File: config.mk
export PLATFORM = sky130hd
export DESIGN_NAME = pcm_aaf_sample_converter_core_flat
export DESIGN_NICKNAME = d
export VERILOG_FILES = /design/src/hdl/pcmaaf_pkg.sv /design/src/hdl/pcmaaf_in_if.sv /design/src/hdl/pcmaaf_out_if.sv /design/src/hdl/pcmaaf_convert.sv /design/src/hdl/pcm_aaf_sample_converter_core.sv /design/src/flat_wrapper.sv
export SDC_FILE = /design/constraint.sdc
export NUM_CORES = 1
export LEC_CHECK = 0
export BUFFER_PORTS_ARGS = -buffer_cell sky130_fd_sc_hd__clkbuf_2
export CAP_MARGIN = 20
export CORE_MARGIN = 2
export CORE_UTILIZATION = 56
export DETAILED_ROUTE_END_ITERATION = 10
export PLACE_DENSITY = 0.79
export SYNTH_ARGS = -nofsm -noshare
export SYNTH_HDL_FRONTEND = slang
export SYNTH_SLANG_ARGS = --single-unit
File: constraint.sdc
create_clock -name clk -period 4 [get_ports clk]
set_input_delay 0.4 -clock clk [delete_from_list [all_inputs] [get_ports clk]]
set_output_delay 0.4 -clock clk [all_outputs]
set_load 0.03 [all_outputs]
File: src/hdl/pcmaaf_pkg.sv
// ----------------------------------------------------------------------------
// pcmaaf_pkg
// shared types and constants of the pcm / aaf sample converter
// ----------------------------------------------------------------------------
`default_nettype none

package pcmaaf_pkg;

  localparam int unsigned SAMPLE_W   = 32;
  localparam int unsigned BYTES_W    = 3;
  localparam int unsigned CFG_DATA_W = 3;
  localparam int unsigned CFG_IDX_W  = 2;

  // register indexes of the configuration port
  localparam logic [CFG_IDX_W-1:0] CFG_DIRECTION       = 2'd0;
  localparam logic [CFG_IDX_W-1:0] CFG_HOST_BYTES      = 2'd1;
  localparam logic [CFG_IDX_W-1:0] CFG_BIT_DEPTH_MODE  = 2'd2;
  localparam logic [CFG_IDX_W-1:0] CFG_HOST_BIG_ENDIAN = 2'd3;

  // bit depth codes
  localparam logic [2:0] DEPTH_16 = 3'd0;
  localparam logic [2:0] DEPTH_18 = 3'd1;
  localparam logic [2:0] DEPTH_20 = 3'd2;
  localparam logic [2:0] DEPTH_24 = 3'd3;
  localparam logic [2:0] DEPTH_32 = 3'd4;

  // direction codes
  localparam logic DIR_TX = 1'b0;
  localparam logic DIR_RX = 1'b1;

  // reset values
  localparam logic [2:0] HOST_BYTES_RST = 3'd2;

  typedef struct packed {
    logic       direction;
    logic [2:0] host_bytes;
    logic [2:0] bit_depth_mode;
    logic       host_big_endian;
  } cfg_t;

  typedef struct packed {
    logic [SAMPLE_W-1:0] sample_out;
    logic [BYTES_W-1:0]  out_bytes;
    logic                format_error;
    logic                last_out;
  } res_t;

endpackage

`default_nettype wire

File: src/hdl/pcmaaf_in_if.sv
// ----------------------------------------------------------------------------
// pcmaaf_in_if
// input sample channel: valid / ready with one sample per beat
// ----------------------------------------------------------------------------
`default_nettype none

interface pcmaaf_in_if;
  logic        valid;
  logic        ready;
  logic [31:0] sample_in;
  logic [2:0]  net_bytes;
  logic        last_in;

  modport source (output valid, output sample_in, output net_bytes, output last_in,
                  input ready);
  modport sink   (input valid, input sample_in, input net_bytes, input last_in,
                  output ready);
endinterface

`default_nettype wire

File: src/hdl/pcmaaf_out_if.sv
// ----------------------------------------------------------------------------
// pcmaaf_out_if
// result channel: valid / ready with one converted sample per beat
// ----------------------------------------------------------------------------
`default_nettype none

interface pcmaaf_out_if;
  logic        valid;
  logic        ready;
  logic [31:0] sample_out;
  logic [2:0]  out_bytes;
  logic        format_error;
  logic        last_out;

  modport source (output valid, output sample_out, output out_bytes,
                  output format_error, output last_out, input ready);
  modport sink   (input valid, input sample_out, input out_bytes,
                  input format_error, input last_out, output ready);
endinterface

`default_nettype wire

File: src/hdl/pcmaaf_convert.sv
// ----------------------------------------------------------------------------
// pcmaaf_convert
// combinational byte gather, shift, sign extension and byte scatter
// ----------------------------------------------------------------------------
`default_nettype none

module pcmaaf_convert (
  input  wire pcmaaf_pkg::cfg_t cfg,
  input  wire logic [31:0]      sample_in,
  input  wire logic [2:0]       net_bytes,
  input  wire logic             last_in,
  output pcmaaf_pkg::res_t      res
);
  import pcmaaf_pkg::*;

  // assemble n bytes, byte 0 most significant when msb_first
  function automatic logic [31:0] gather(input logic [31:0] w, input logic [2:0] n,
                                         input logic msb_first);
    logic [31:0] v;
    v = '0;
    case (n)
      3'd1:    v = {24'd0, w[7:0]};
      3'd2:    v = msb_first ? {16'd0, w[7:0], w[15:8]} : {16'd0, w[15:0]};
      3'd3:    v = msb_first ? {8'd0, w[7:0], w[15:8], w[23:16]} : {8'd0, w[23:0]};
      3'd4:    v = msb_first ? {w[7:0], w[15:8], w[23:16], w[31:24]} : w;
      default: v = '0;
    endcase
    return v;
  endfunction

  // emit the low n bytes, most significant first when msb_first
  function automatic logic [31:0] scatter(input logic [31:0] v, input logic [2:0] n,
                                          input logic msb_first);
    logic [31:0] o;
    o = '0;
    case (n)
      3'd1:    o = {24'd0, v[7:0]};
      3'd2:    o = msb_first ? {16'd0, v[7:0], v[15:8]} : {16'd0, v[15:0]};
      3'd3:    o = msb_first ? {8'd0, v[7:0], v[15:8], v[23:16]} : {8'd0, v[23:0]};
      3'd4:    o = msb_first ? {v[7:0], v[15:8], v[23:16], v[31:24]} : v;
      default: o = '0;
    endcase
    return o;
  endfunction

  logic        cfg_ok;
  logic        nb_ok;
  logic        err;
  logic [2:0]  dshift;
  logic [2:0]  net_w;
  logic [2:0]  ref_bytes;
  logic [6:0]  sh;
  logic [6:0]  sh_neg;
  logic [31:0] tx_word;
  logic [31:0] rx_raw;
  logic [31:0] rx_shifted;
  logic [31:0] rx_word;
  logic [31:0] conv_data;
  logic [2:0]  conv_cnt;

  always_comb begin
    case (cfg.bit_depth_mode)
      DEPTH_16:           cfg_ok = (cfg.host_bytes == 3'd2);
      DEPTH_18, DEPTH_20: cfg_ok = (cfg.host_bytes == 3'd3);
      DEPTH_24:           cfg_ok = (cfg.host_bytes inside {3'd3, 3'd4});
      DEPTH_32:           cfg_ok = (cfg.host_bytes == 3'd4);
      default:            cfg_ok = 1'b0;
    endcase

    case (cfg.bit_depth_mode)
      DEPTH_18: dshift = 3'd6;
      DEPTH_20: dshift = 3'd4;
      default:  dshift = 3'd0;
    endcase

    case (cfg.bit_depth_mode)
      DEPTH_16: net_w = 3'd2;
      DEPTH_32: net_w = 3'd4;
      default:  net_w = 3'd3;
    endcase
  end

  assign nb_ok = (net_bytes inside {[3'd2:3'd4]});
  assign err   = !cfg_ok || ((cfg.direction == DIR_RX) && !nb_ok);

  // transmit: host container to big-endian network bytes
  assign tx_word = gather(sample_in, cfg.host_bytes, cfg.host_big_endian) << dshift;

  // receive: signed shift of -16..16, positive means right
  assign ref_bytes = ((cfg.host_bytes == 3'd4) && (cfg.bit_depth_mode == DEPTH_24))
                     ? 3'd3 : cfg.host_bytes;
  assign sh        = {1'b0, net_bytes, 3'b000} - {1'b0, ref_bytes, 3'b000}
                     + {4'd0, dshift};
  assign sh_neg    = 7'd0 - sh;
  assign rx_raw    = gather(sample_in, net_bytes, 1'b1);

  always_comb begin
    if (!sh[6]) begin
      rx_shifted = rx_raw >> sh[4:0];
    end else begin
      rx_shifted = rx_raw << sh_neg[4:0];
    end
    rx_word = rx_shifted;
    if ((cfg.host_bytes == 3'd4) && (net_bytes == 3'd3) && rx_shifted[23]) begin
      rx_word = rx_shifted | 32'hFF00_0000;
    end
  end

  always_comb begin
    if (cfg.direction == DIR_TX) begin
      conv_data = scatter(tx_word, net_w, 1'b1);
      conv_cnt  = net_w;
    end else begin
      conv_data = scatter(rx_word, cfg.host_bytes, cfg.host_big_endian);
      conv_cnt  = cfg.host_bytes;
    end

    res.last_out     = last_in;
    res.format_error = err;
    res.sample_out   = err ? '0 : conv_data;
    res.out_bytes    = err ? '0 : conv_cnt;
  end

endmodule

`default_nettype wire

File: src/hdl/pcm_aaf_sample_converter_core.sv
// ----------------------------------------------------------------------------
// pcm_aaf_sample_converter_core
// pcm sample converter between host containers and big-endian aaf samples
// ----------------------------------------------------------------------------
//
//  channel   direction  handshake     payload
//  in_chan   sink       valid/ready   sample_in, net_bytes, last_in
//  out_chan  source     valid/ready   sample_out, out_bytes, format_error, last_out
//  cfg_*     sink       write enable  cfg_index, cfg_wdata
//
//  one beat per clock while the sink keeps up; the input register feeds the result
//  register with the conversion logic in between
//  reset clears both stage valids and loads the default configuration
//  a result held by a stalled sink does not stop the input register taking
//  one more beat; the input side stalls only when both stages are full
// ----------------------------------------------------------------------------
`default_nettype none

module pcm_aaf_sample_converter_core (
  input  wire logic                                 clk,
  input  wire logic                                 rst_n,
  pcmaaf_in_if.sink                                 in_chan,
  pcmaaf_out_if.source                              out_chan,
  input  wire logic                                 cfg_we,
  input  wire logic [pcmaaf_pkg::CFG_IDX_W-1:0]     cfg_index,
  input  wire logic [pcmaaf_pkg::CFG_DATA_W-1:0]    cfg_wdata
);
  import pcmaaf_pkg::*;

  // configuration registers
  cfg_t cfg_r;

  // input stage
  logic        s1_valid_r;
  logic [31:0] s1_sample_r;
  logic [2:0]  s1_nb_r;
  logic        s1_last_r;

  // result stage
  logic        out_valid_r;
  res_t        out_res_r;

  res_t        conv_res;
  logic        out_free;
  logic        s1_free;

  always_ff @(posedge clk) begin
    if (!rst_n) begin
      cfg_r.direction       <= DIR_TX;
      cfg_r.host_bytes      <= HOST_BYTES_RST;
      cfg_r.bit_depth_mode  <= DEPTH_16;
      cfg_r.host_big_endian <= 1'b0;
    end else if (cfg_we) begin
      case (cfg_index)
        CFG_DIRECTION:       cfg_r.direction       <= cfg_wdata[0];
        CFG_HOST_BYTES:      cfg_r.host_bytes      <= cfg_wdata;
        CFG_BIT_DEPTH_MODE:  cfg_r.bit_depth_mode  <= cfg_wdata;
        CFG_HOST_BIG_ENDIAN: cfg_r.host_big_endian <= cfg_wdata[0];
        default: ;
      endcase
    end
  end

  // a stage may load when empty or when its contents move on this cycle
  assign out_free      = !out_valid_r || out_chan.ready;
  assign s1_free       = !s1_valid_r || out_free;
  assign in_chan.ready = s1_free;

  always_ff @(posedge clk) begin
    if (!rst_n) begin
      s1_valid_r <= 1'b0;
    end else if (s1_free) begin
      s1_valid_r <= in_chan.valid;
    end
  end

  always_ff @(posedge clk) begin
    if (s1_free && in_chan.valid) begin
      s1_sample_r <= in_chan.sample_in;
      s1_nb_r     <= in_chan.net_bytes;
      s1_last_r   <= in_chan.last_in;
    end
  end

  pcmaaf_convert u_convert (
    .cfg       (cfg_r),
    .sample_in (s1_sample_r),
    .net_bytes (s1_nb_r),
    .last_in   (s1_last_r),
    .res       (conv_res)
  );

  always_ff @(posedge clk) begin
    if (!rst_n) begin
      out_valid_r <= 1'b0;
    end else if (out_free) begin
      out_valid_r <= s1_valid_r;
    end
  end

  always_ff @(posedge clk) begin
    if (out_free && s1_valid_r) begin
      out_res_r <= conv_res;
    end
  end

  assign out_chan.valid        = out_valid_r;
  assign out_chan.sample_out   = out_res_r.sample_out;
  assign out_chan.out_bytes    = out_res_r.out_bytes;
  assign out_chan.format_error = out_res_r.format_error;
  assign out_chan.last_out     = out_res_r.last_out;

endmodule

`default_nettype wire

File: src/flat_wrapper.sv
// flat-port wrapper written by rule: the top's interface ports become plain ports
module pcm_aaf_sample_converter_core_flat import pcmaaf_pkg::*;
  (clk, rst_n, cfg_we, cfg_index, cfg_wdata, in_chan_valid, in_chan_sample_in, in_chan_net_bytes, in_chan_last_in, in_chan_ready, out_chan_valid, out_chan_sample_out, out_chan_out_bytes, out_chan_format_error, out_chan_last_out, out_chan_ready);
  pcmaaf_in_if in_chan_i ();
  pcmaaf_out_if out_chan_i ();
  input  wire logic clk;
  input  wire logic rst_n;
  input  wire logic cfg_we;
  input  wire logic [pcmaaf_pkg::CFG_IDX_W-1:0] cfg_index;
  input  wire logic [pcmaaf_pkg::CFG_DATA_W-1:0] cfg_wdata;
  input wire logic [$bits(in_chan_i.valid)-1:0] in_chan_valid;
  input wire logic [$bits(in_chan_i.sample_in)-1:0] in_chan_sample_in;
  input wire logic [$bits(in_chan_i.net_bytes)-1:0] in_chan_net_bytes;
  input wire logic [$bits(in_chan_i.last_in)-1:0] in_chan_last_in;
  output wire logic [$bits(in_chan_i.ready)-1:0] in_chan_ready;
  output wire logic [$bits(out_chan_i.valid)-1:0] out_chan_valid;
  output wire logic [$bits(out_chan_i.sample_out)-1:0] out_chan_sample_out;
  output wire logic [$bits(out_chan_i.out_bytes)-1:0] out_chan_out_bytes;
  output wire logic [$bits(out_chan_i.format_error)-1:0] out_chan_format_error;
  output wire logic [$bits(out_chan_i.last_out)-1:0] out_chan_last_out;
  input wire logic [$bits(out_chan_i.ready)-1:0] out_chan_ready;
  assign in_chan_i.valid = in_chan_valid;
  assign in_chan_i.sample_in = in_chan_sample_in;
  assign in_chan_i.net_bytes = in_chan_net_bytes;
  assign in_chan_i.last_in = in_chan_last_in;
  assign in_chan_ready = in_chan_i.ready;
  assign out_chan_valid = out_chan_i.valid;
  assign out_chan_sample_out = out_chan_i.sample_out;
  assign out_chan_out_bytes = out_chan_i.out_bytes;
  assign out_chan_format_error = out_chan_i.format_error;
  assign out_chan_last_out = out_chan_i.last_out;
  assign out_chan_i.ready = out_chan_ready;
  pcm_aaf_sample_converter_core u_core (.clk(clk), .rst_n(rst_n), .in_chan(in_chan_i), .out_chan(out_chan_i), .cfg_we(cfg_we), .cfg_index(cfg_index), .cfg_wdata(cfg_wdata));
endmodule
==> summary.txt <==
CLOCK TREE
----------------------------------------------------------------------------------------
Skew-Pair Late Insertion Delay                                                    360 ps
CTS Sinks                                                                             83
CTS clock-pin slew for the worst setup and hold paths                              70 ps
CTS Buf Count                                                                          9
Clock tree from TritonCTS                                                          built
Clock tree buffer depth                                                                2
H-tree depth                                                                           3
Library cell used as clock root buffer                                      sky130_fd_sc_hd__clkbuf_16

SYNTHESIS
----------------------------------------------------------------------------------------
Share of synthesized registers carrying an async set or reset                          0
Post-synthesis net count                                                            1179
EDFF count, synth                                                                     73
Instance count of the mapped netlist                                                1127
Synthesis warning total                                                                0
Distinct cell type count after synthesis                                              98
Top_reg_cell synth                                                          sky130_fd_sc_hd__edfxtp_1
Sequential area share after synthesis                                              0.262
Yosys reg bits                                                                        83
Avg Cell Area, Syn                                                             8.09 um^2
Mapped Area                                                                    9120 um^2

STA
----------------------------------------------------------------------------------------
Final slew viol count                                                                  0
Number of failing setup endpoints in the final timing report                           0
Final hold violation count                                                             0
Slew margin rel.                                                                   0.287
Setup skew after layout                                                          12.1 ps
Clock period minus worst slack                                                   3930 ps
Slew at the pin closest to its max-slew limit                                    1070 ps
Final worst path period share                                                      0.982
Upper clock frequency limit                                                      255 MHz

LAYOUT
----------------------------------------------------------------------------------------
Fin nets                                                                            1258
Non-filler cells, final                                                             1427
Most used cells in the layout excluding fill and tap cells                  97 x sky130_fd_sc_hd__nand2_1, 97 x sky130_fd_sc_hd__buf_4, 85 x sky130_fd_sc_hd__nor2_1
Final core area utilization                                                        0.656
Share of layout cells above drive strength 1                                       0.208
Antenna diode count                                                                    0
Area delta synth->final                                                            14.3%

ROUTING
----------------------------------------------------------------------------------------
Detail-routed via count per cell                                                    7.76
Routed vias                                                                        11100
Number of search-and-repair iterations in the first detailed-routing pass             10
Iter 0 DRT Violations                                                               2287
Post-route DRC violation count                                                         0
DRT Wirelength                                                                  39900 um
Antenna violation net count after detailed routing                                     0
Average detailed-routed wire length per instance                                 27.9 um

PLACEMENT
----------------------------------------------------------------------------------------
DP HPWL                                                                         29600 um
Final Wtd Congestion                                                                1.09
Count of port buffers added during placement                                          84
Cells after DPL                                                                     1410

FLOORPLANNING
----------------------------------------------------------------------------------------
Std-Cell Core Area                                                            15900 um^2
Row Count                                                                             46
Initial standard-cell utilization of the core                                      0.574
Die area                                                                      17300 um^2
IO Pins                                                                               85
Chip height                                                                       132 um
Width of the die                                                                  132 um

GRT
----------------------------------------------------------------------------------------
Total routing resource utilization after global routing                            0.449
Antenna violations before repair                                                       0
Largest net degree at the start of global routing                                     38
Sum of overflow across all layers after global routing                                 0
Via count of the first global-routing pass                                          9851
Global-route wire length before repair                                          60000 um

PWR
----------------------------------------------------------------------------------------
Clock network fraction of design power                                             0.255
Internal                                                                         1.93 mW
Sw power                                                                         1.37 mW
Gate power share                                                                   0.419
Reg power frac                                                                     0.326
Switching Share                                                                    0.416
Power density over cell area                                                 316 nW/um^2
Post-route total power                                                           3.30 mW
VDD IR-drop max                                                               0.000415 V
Leakage power of the design                                                      3.84 nW

WORST SETUP PATH
----------------------------------------------------------------------------------------
Worst reg-to-reg path cell count                                                      15
Required time at the endpoint of the critical path                               4080 ps
CP max-delay cell                                                           sky130_fd_sc_hd__a221oi_1
Delay contributed by the slowest stage of the critical path                       600 ps
CP cell instances                                                           buf_4 -> or3b_4 -> nand2_4 -> inv_2 -> fa_1 -> nand2b_2 -> a211o_1 -> and2_1 -> buf_4 -> nor3_1 -> buf_4 -> a221oi_1 -> o22ai_1 -> a31oi_1 -> o211ai_2
RR Startpoint                                                               u_core.cfg_r[1]
Crit path capture                                                           u_core.out_chan.sample_out[0]
Crit end category                                                               register
Critical Setup Path Class                                                   register to register
CP dominant cell by count                                                   sky130_fd_sc_hd__buf_4
Slack of the worst reg-to-reg path                                                 70 ps
Critical path launch point                                                  u_core.cfg_r[1]
Critical register-to-register path endpoint                                 u_core.out_chan.sample_out[0]
Largest fanout of any net on the critical path                                        11
Data arrival time at the worst-slack endpoint                                    4010 ps
Launching element type of the critical path                                     register

OUTCOME
----------------------------------------------------------------------------------------
Status                                                                         completed

WORST HOLD PATH
----------------------------------------------------------------------------------------
Class of the tightest hold or removal check                                 input pin to register

FLOW RUN
----------------------------------------------------------------------------------------
Maximum capacitance violations                                                         0

[power groups by stage]
stage | Clock [mW] | Combinational, mW | Sequential (mW)
2_1_floorplan | 0 | 0.770 | 1.09
3_3_place_gp | 0 | 1.28 | 1.09
3_5_place_dp | 0 | 1.28 | 1.09
4_1_cts | 0.844 | 1.29 | 1.07
5_1_grt | 0.875 | 1.43 | 1.08
6_report | 0.842 | 1.38 | 1.08
[layer usage]
| layer | up-vias | track usage | share of wire |
|---|---|---|---|
| met1 | 5114 | 0.616 | 0.37 |
| li1 | 4659 | - | - |
| met2 | 1083 | 0.642 | 0.41 |
| met5 | - | 0 | 0 |
| met4 | 0 | 0.225 | 0.064 |
| met3 | 224 | 0.133 | 0.16 |
[registers in the layout (all words and copies together) (netlist names)]
name                          cells
u_core.out_chan.sample_out       32
u_core.s1_sample_r               32
u_core.cfg_r                      8
u_core.out_chan.out_bytes         3
u_core.s1_nb_r                    3
u_core.out_chan.format_error      1
u_core.out_chan.last_out          1
u_core.out_chan.valid             1
u_core.s1_last_r                  1
u_core.s1_valid_r                 1
[worst max-delay path: cells and delay by family (launching register included)]
family / cells / cell delay [ps]
AO/OA/AOI/OAI: 5 / 1290
AND/OR/NAND/NOR: 5 / 900
buffers and inverters: 4 / 660
flip-flops: 1 / 400
adder cells (fa/ha/maj): 1 / 390
[synth_stat cells, types with 11 or more instances]
cell | count | area (um^2)
sky130_fd_sc_hd__a221oi_1 | 20 | 175
sky130_fd_sc_hd__a211oi_1 | 28 | 210
sky130_fd_sc_hd__o221ai_1 | 17 | 149
sky130_fd_sc_hd__nand4_1 | 14 | 87.6
sky130_fd_sc_hd__mux2i_1 | 32 | 320
sky130_fd_sc_hd__a22o_1 | 15 | 131
sky130_fd_sc_hd__nand2b_1 | 12 | 75.1
sky130_fd_sc_hd__nor2_1 | 86 | 323
sky130_fd_sc_hd__nand2_1 | 97 | 364
sky130_fd_sc_hd__clkbuf_1 | 69 | 259
sky130_fd_sc_hd__o22ai_1 | 26 | 163
sky130_fd_sc_hd__or4bb_1 | 15 | 169
sky130_fd_sc_hd__a31oi_1 | 26 | 163
sky130_fd_sc_hd__o211ai_1 | 26 | 195
sky130_fd_sc_hd__edfxtp_1 | 73 | 2190
sky130_fd_sc_hd__and2_1 | 11 | 68.8
sky130_fd_sc_hd__a21oi_1 | 72 | 360
sky130_fd_sc_hd__o21ai_0 | 76 | 380
sky130_fd_sc_hd__inv_1 | 14 | 52.6
sky130_fd_sc_hd__a22oi_1 | 29 | 218
sky130_fd_sc_hd__nor3_1 | 26 | 130
sky130_fd_sc_hd__nor2b_1 | 18 | 113
sky130_fd_sc_hd__buf_2 | 25 | 125
sky130_fd_sc_hd__nand3_1 | 30 | 150
sky130_fd_sc_hd__a311oi_1 | 11 | 96.3
[through the flow]
stage          setup slack, ps  TNS [ps]  hold slack, ps  cell area, um^2
2_1_floorplan             8.67         0             400             9130
3_3_place_gp               131         0             437            10100
3_5_place_dp               113         0             441            10100
4_1_cts                   97.3         0             210            10400
5_1_grt                  -46.1     -90.3             203            10400
6_report                  71.8         0             207            10400
[timing repair]
action / in CTS / in global routing
hold buffers: 0 / 0
endpoints found under the setup margin: 0 / 27
resized for setup: 0 / 12
buffers inserted: 0 / 1
[kinds of logic (layout without fill, tap and decap cells)]
logic type | Yosys count | in the layout | synth area share
AO/OA/AOI/OAI | 472 | 472 | 0.376
XOR/XNOR | 5 | 5 | 0.00727
adder cells (fa/ha/maj) | 6 | 6 | 0.00906
buffers and inverters | 132 | 216 | 0.0641
flip-flops | 83 | 83 | 0.262
multiplexers | 34 | 34 | 0.0376
AND/OR/NAND/NOR | 395 | 395 | 0.244
[how the worst min path moves through the flow]
stage                                startpoint                  endpoint  slack (ps)  cells after the start
after floorplan                u_core.s1_last_r  u_core.out_chan.last_out         400                      0
after global placement         u_core.s1_last_r  u_core.out_chan.last_out         440                      0
after detailed placement       u_core.s1_last_r  u_core.out_chan.last_out         440                      0
after CTS                 in_chan_sample_in[10]    u_core.s1_sample_r[10]         210                      1
after global routing      in_chan_sample_in[10]    u_core.s1_sample_r[10]         200                      1
final                     in_chan_sample_in[16]    u_core.s1_sample_r[16]         210                      1
[cell type report]
class / instances / area, um^2
inverter: 18 / 67.6
timing repair buffer: 182 / 1170
clock buffer: 9 / 225
sequential: 83 / 2390
fill: 1393 / 5460
clock inverter: 7 / 71.3
multi-input combinational: 912 / 6230
tap: 216 / 270
Power figures use the tool's default switching activity.
